### src/art_ram.sv
module art_ram #(
    parameter int WIDTH = 8,
    parameter int DEPTH = 16
) (
    input  logic                     aclk,
    input  logic                     we,
    input  logic [$clog2(DEPTH)-1:0] waddr,
    input  logic [WIDTH-1:0]         wdata,
    input  logic [$clog2(DEPTH)-1:0] raddr,
    output logic [WIDTH-1:0]         rdata
);

    logic [WIDTH-1:0] mem [DEPTH];

    always_ff @(posedge aclk) begin
        if (we) begin
            mem[waddr] <= wdata;
        end
        rdata <= mem[raddr];
    end

endmodule

### config.mk
export PLATFORM = sky130hd
export DESIGN_NAME = art_ram
export DESIGN_NICKNAME = d
export VERILOG_FILES = /design/src/art_ram.sv
export SDC_FILE = /design/constraint.sdc
export NUM_CORES = 1
export LEC_CHECK = 0
export BUFFER_PORTS_ARGS = -buffer_cell sky130_fd_sc_hd__buf_2
export CAP_MARGIN = 5
export CORE_MARGIN = 1.5
export CORE_UTILIZATION = 64
export DETAILED_ROUTE_END_ITERATION = 10
export GPL_ROUTABILITY_DRIVEN = 0
export PLACE_DENSITY = 0.94
export SETUP_SLACK_MARGIN = 0.1
export SYNTH_ARGS = -nofsm -noshare
export SYNTH_HDL_FRONTEND = slang
export SYNTH_SLANG_ARGS = --single-unit
### constraint.sdc
create_clock -name aclk -period 3.5 [get_ports aclk]
set_input_delay 0.7 -clock aclk [delete_from_list [all_inputs] [get_ports aclk]]
set_output_delay 0.7 -clock aclk [all_outputs]
set_load 0.02 [all_outputs]
== After elaboration in Yosys (flattened, before gate mapping) ==
Memory sizes are Yosys's and may differ from the RTL's. A register that Yosys moved wholly into a read port is not among the register bits.
Index checks and enable logic that the tools add are counted.

* Register bits: 0
* RAM bits: 128
* Input port bits: 18
* Memories kept: 1

{| class="wikitable"
|+ Memory list
! memory !! depth !! bits a word !! read ports !! clocked after Yosys merged registers in !! write ports !! line !! source
|-
| mem || 16 || 8 || 1 || 1 || 1 || 13 || <nowiki>logic [WIDTH-1:0] mem [DEPTH];</nowiki>
|}

* Multiplexer cells: 2

{| class="wikitable"
|+ Operators with widths
! kind !! number
|-
| $mux 1 || 2
|}

== Longest topological paths before layout ==
Gate-level depths: netlist (run 1).

* Depth in word-level cells: 2
* Mapped depth: 5
* Depth with buffers taken out: 3

== Least setup slack after synthesis (run 1) ==
Ideal clock, no wire load.

* Path kind: input to register
* From: input port waddr[2]
* To: memory mem[0][0] (enable)
* Setup time: 0.383 ns
* Data arrival time: 1.810 ns
* Required time: 3.117 ns
* Slack: 1.307 ns
* Stages on the path: 2
* Cells stage by stage: or3b_2 nor3_1

{| class="wikitable"
|+ RTL lines
! item !! line !! source
|-
| start, declared || 7 || <nowiki>input logic [$clog2(DEPTH)-1:0] waddr,</nowiki>
|-
| end, declared || 13 ||
|}

No word-level cell before the write port.

==> flow_metrics.env, run 1 <==
export IMPL_run_status="complete, no violations"
export IMPL_stdcell_count=384
export IMPL_routed_top_layer="met4"
export IMPL_maxCapViolations=0
export IMPL_drive_gt1_share_pct=28.7
export IMPL_dieArea_um2=8590
export IMPL_cp_max_fo=19
export IMPL_hold_viol=0
export IMPL_hp_class="primary input to flop"
export IMPL_hpwl_mm=6.06
export IMPL_row_count=32
export IMPL_peakVddDrop_mv=0.461
export IMPL_cts_repair_resized=0
export IMPL_grt_pass1_wl_mm=15.5
export IMPL_rr_worst_depth=3
export IMPL_worstPathRequired_ns=3.90
export IMPL_grt_max_degree=33
export IMPL_slew_headroom_pct=40.8
export IMPL_fin_setup_tns_ns=0
export IMPL_cts_path_max_buffers=2
export IMPL_routed_wl_mm=10.4
export IMPL_antenna_found_initial=0
export IMPL_synthTopCellsByArea="edfxtp_1 75%, mux4_2 7.9%, mux4_1 7.1%"
export IMPL_root_buffer="clkbuf_8"
export IMPL_cp_start_kind="primary input"
export IMPL_syn_inst=229
export IMPL_rrSetupSlack_ns=2.05
export IMPL_end_kind="flop"
export IMPL_die_width_um=92.7
export IMPL_grt_util_all_layers_pct=27.2
export IMPL_synthesis_area_um2=5150
export IMPL_arrival_ns=2.45
export IMPL_critPathKind="primary input to flop"
export IMPL_firstDrtPassIters=5
export IMPL_final_antenna_net_count=0
export IMPL_dp_cells=352
export IMPL_dr_wl_met3_mm=1.11
export IMPL_min_period_ns=2.05
export IMPL_setup_viol=0
export IMPL_drv_slew=0
export IMPL_skew_ns=0.00523
export IMPL_nFillCells=394
export IMPL_io_pins=26
export IMPL_postCtsSetupBuffers=0
export IMPL_p_per_area_nw_per_um2=627
export IMPL_leakagePower_nw=2.00
export IMPL_cts_htree_levels=4
export IMPL_core_um2=7770
export IMPL_path_clk_slew_ns=0.06
export IMPL_wire_per_inst_um=27.0
export IMPL_vias_per_cell=6.68
export IMPL_min_period_over_period_pct=58.6
export IMPL_vias=2566
export IMPL_rsz0062_at_grt="false"
export IMPL_timing_fmax_mhz=488
export IMPL_cts_buffers=17
export IMPL_port_buffers=25
export IMPL_min_path_cells=1
export IMPL_yosysSeqAreaShare_pct=77.8
export IMPL_yosys_warnings=0
export IMPL_clk_latency_ns=0.52
export IMPL_synth_area_leader_cell="edfxtp_1"
export IMPL_drt_iter0_drc=259
export IMPL_area_growth_syn_to_layout_pct=15.3
export IMPL_route_detailed_drc=0
export IMPL_cts_tree="done"
export IMPL_finalNetCount=287
export IMPL_diodes=0
export IMPL_grt_overflow=0
export IMPL_avgSynthCellArea_um2=22.5
export IMPL_grt_pass1_vias=2546
export IMPL_synth_top_area_share_pct=74.7
export IMPL_clock_sinks=136
export IMPL_start_util_pct=66.3
export IMPL_ys_ff_latch=136
export IMPL_worstMarginPinSlew_ns=0.885
export IMPL_die_h_um=92.7
export IMPL_synth_distinct_cells=19
export IMPL_wl_met1_mm=3.75
export IMPL_cts_hold_buf=0
export IMPL_syn_nets=247
export IMPL_wl_met2_mm=5.22
-- placed cells by master (no fill, tap or decap), drive strengths merged, types with 2 or more instances in the layout --
cell      netlist  routed
edfxtp        128     128
mux4           32      32
buf             7      31
clkbuf          0      18
a22oi          16      16
nor2           13      13
nand2           9       9
dfxtp           8       8
clkinv          0       7
nor3            4       4
clkinvlp        0       4
bufinv          0       3
nand3b          2       2
nand2b          2       2
-- cell type report --
cell class	instances	area [µm²]	share of cell area [%]
flip-flops and latches	136	4000	67.5
clock inverters	14	159	2.68
repair buffers	31	170	2.87
clock buffers	18	418	7.04
multi-input cells	83	1060	17.8
well taps	102	128	2.15
-- routing by layer --
layer / track usage [%] / vias to the layer above
met4: 12.9 / 0
li1: - / 1055
met1: 36.1 / 1294
met3: 8.13 / 29
met2: 42.0 / 188
met5: 0 / -
-- cell usage after synthesis, drive strengths merged --
cell type and number:
dfxtp 8, and2 1, edfxtp 128, buf 7, clkdlybuf4s25 3, nor2b 1, nor2 13, nand2 9
nand2b 2, and2b 1, nand3b 2, or3b 1, a22oi 16, mux4 32, nor3 4, nand3 1
-- critical path, cell delays in order --
cell	delay (ns)
buf_2	0.46
buf_4	0.32
mux4_1	0.62
a22oi_1	0.24
nand2_1	0.09
-- kinds of logic after synthesis --
logic type	Yosys count	share of synthesized area [%]
mux	32	15.0
buf+inv	10	1.68
simple gates	35	3.18
compound gates	16	2.33
flops	136	77.8
-- flip-flops by register name (all words and copies together) (netlist names) --
| signal | flops |
|---|---|
| mem | 128 |
| rdata | 8 |
-- power breakdown --
part | internal [mW] | switching (mW) | leakage [nW]
combinational | 0.0673 | 0.107 | 0.501
clock | 1.08 | 0.637 | 0.276
sequential | 1.82 | 0.0140 | 1.22
total | 2.96 | 0.758 | 2.00
-- worst paths after layout --
check	start	to
max	raddr[0]	rdata[3]$_DFF_P_
max reg2reg	mem[1][3]$_DFFE_PP_	rdata[3]$_DFF_P_
min reg2reg	mem[8][4]$_DFFE_PP_	rdata[4]$_DFF_P_
min	wdata[0]	mem[0][0]$_DFFE_PP_
-- through the flow --
| stage | hold slack, ns | cell area (µm²) | total power [mW] | utilization [%] | worst slack (ns) |
|---|---|---|---|---|---|
| 6_report | 0.561 | 5940 | 3.72 | 76.4 | 1.45 |
| 5_1_grt | 0.568 | 5940 | 3.81 | 76.4 | 1.37 |
| 2_1_floorplan | 0.629 | 5150 | 1.97 | - | 1.31 |
| 3_5_place_dp | 0.666 | 5360 | 2.04 | 69.0 | 0.984 |
| 3_3_place_gp | 0.646 | 5360 | 2.03 | 69.0 | 1.05 |
| 4_1_cts | 0.547 | 5940 | 3.74 | 76.4 | 1.46 |
(Power assumes the default switching activity.)
==> run 2: changes to the inputs <==
CORE_UTILIZATION = 60   (was 64)
PLACE_DENSITY = 0.89   (was 0.94)
clock period = 1.95 ns   (was 3.5 ns; I/O delays follow)
==> flow_metrics.env, run 2 (same netlist as run 1, synthesis figures left out) <==
export IMPL_run_status="complete, no violations"
export IMPL_grt_max_degree=33
export IMPL_postCtsSetupBuffers=0
export IMPL_cp_start_kind="flop"
export IMPL_start_util_pct=62.3
export IMPL_worstMarginPinSlew_ns=0.428
export IMPL_row_count=33
export IMPL_end_kind="output port"
export IMPL_io_pins=26
export IMPL_core_um2=8260
export IMPL_final_antenna_net_count=0
export IMPL_antenna_found_initial=0
export IMPL_vias=2566
export IMPL_cts_path_max_buffers=2
export IMPL_port_buffers=25
export IMPL_root_buffer="clkbuf_8"
export IMPL_leakagePower_nw=2.07
export IMPL_critical_path_buf_inv_count=1
export IMPL_grt_util_all_layers_pct=25.0
export IMPL_peakVddDrop_mv=0.555
export IMPL_setup_ws_ns=0.525
export IMPL_maxCapViolations=0
export IMPL_multi_input_area_um2=1060
export IMPL_stdcell_area_um2=6070
export IMPL_dp_cells=369
export IMPL_cpPeakStageDelay_ns=0.35
export IMPL_arrival_ns=1.03
export IMPL_clk_latency_ns=0.51
export IMPL_skew_ns=0.00337
export IMPL_setup_viol=0
export IMPL_path_cells="buf_2"
export IMPL_path_clk_slew_ns=0.06
export IMPL_crit_family="flip-flops"
export IMPL_critPathKind="flop to output port"
export IMPL_final_common_cell="edfxtp_1"
export IMPL_reg_largest_list="mem: 128 flops, rdata: 8 flops"
export IMPL_nFillCells=464
export IMPL_cts_buffers=17
export IMPL_final_cell_mix="128 x edfxtp_1, 25 x buf_2, 18 x mux4_2, 18 x buf_4"
export IMPL_grt_overflow=0
export IMPL_rsz0062_at_grt="false"
export IMPL_grt_pass1_wl_mm=15.2
export IMPL_firstDrtPassIters=5
export IMPL_cts_repair_resized=0
export IMPL_drive_gt1_share_pct=32.1
export IMPL_die_h_um=95.6
export IMPL_area_growth_syn_to_layout_pct=17.9
export IMPL_post_place_ws_ns=0.0883
export IMPL_route_detailed_drc=0
export IMPL_clock_sinks=136
export IMPL_timing_fmax_mhz=702
export IMPL_drv_slew=0
export IMPL_routed_wl_mm=10.2
export IMPL_grt_pass1_vias=2657
export IMPL_hold_viol=0
export IMPL_min_period_over_period_pct=73.1
export IMPL_cts_hold_buf=0
export IMPL_placed_cell_area_um2=5500
export IMPL_die_width_um=95.6
export IMPL_worstPathRequired_ns=1.56
export IMPL_finalNetCount=301
export IMPL_p_per_area_nw_per_um2=1090
export IMPL_drt_iter0_drc=256
export IMPL_cpMaxStageDelayCell="dfxtp_1"
export IMPL_ff_latch_area_um2=4000
export IMPL_hp_class="primary input to flop"
export IMPL_vias_per_cell=6.40
export IMPL_cts_htree_levels=4
export IMPL_min_period_ns=1.42
export IMPL_largest_reg_flops=128
export IMPL_stdcell_count=401
export IMPL_cts_tree="done"
export IMPL_diodes=0
export IMPL_wire_per_inst_um=25.4
export IMPL_largest_register="mem"
export IMPL_fin_setup_tns_ns=0
export IMPL_dieArea_um2=9140
export IMPL_cp_max_fo=1
export IMPL_slew_headroom_pct=71.4
run 2: changes by cell type in the layout (fill, tap and decap cells not counted):
cell / delta
clkbuf_1: -1
bufinv_16: -1
clkinv_1: +2
buf_12: +2
clkinv_2: -6
buf_4: +12
nor3_2: +1
clkinvlp_4: +2
nor3_1: -1
clkinv_4: +4
run 2: worst paths after layout:
path	startpoint	end	slack, ns	cells after the start
worst max-delay path	rdata[7]$_DFF_P_	rdata[7]	0.53	1
worst min-delay path	wdata[3]	mem[15][3]$_DFFE_PP_	0.26	1
worst max register to register	mem[1][1]$_DFFE_PP_	rdata[1]$_DFF_P_	0.56	3
worst min register to register	mem[11][2]$_DFFE_PP_	rdata[2]$_DFF_P_	0.69	3
run 2: routing by layer:
layer	track usage, %	share of wire (%)	vias to the layer above
met5	0	0	-
met4	12.0	2.8	0
met3	6.94	8.4	30
met2	38.3	50	162
met1	33.7	38	1292
li1	-	-	1082
run 2: metrics by stage:
stage / power (mW) / hold slack [ns] / utilization, %
after detailed placement: 3.67 / 0.667 / 66.6
after CTS: 6.64 / 0.248 / 73.5
after global routing: 6.77 / 0.257 / 73.5
after global placement: 3.65 / 0.654 / 66.6
after floorplan: 3.53 / 0.489 / -
final: 6.60 / 0.264 / 73.5
run 2: cell type report:
cell class	count	share of cell area, %
Clock buffer	17	6.82
Clock inverter	15	2.58
Multi-Input combinational cell	83	17.5
Sequential cell	136	66.0
Tap cell	105	2.16
Timing Repair Buffer	45	4.95
run 2: report_power, final:
part,internal (mW),switching (mW)
logic,0.133,0.194
registers,3.27,0.0221
clock network,1.81,1.17
total,5.22,1.39
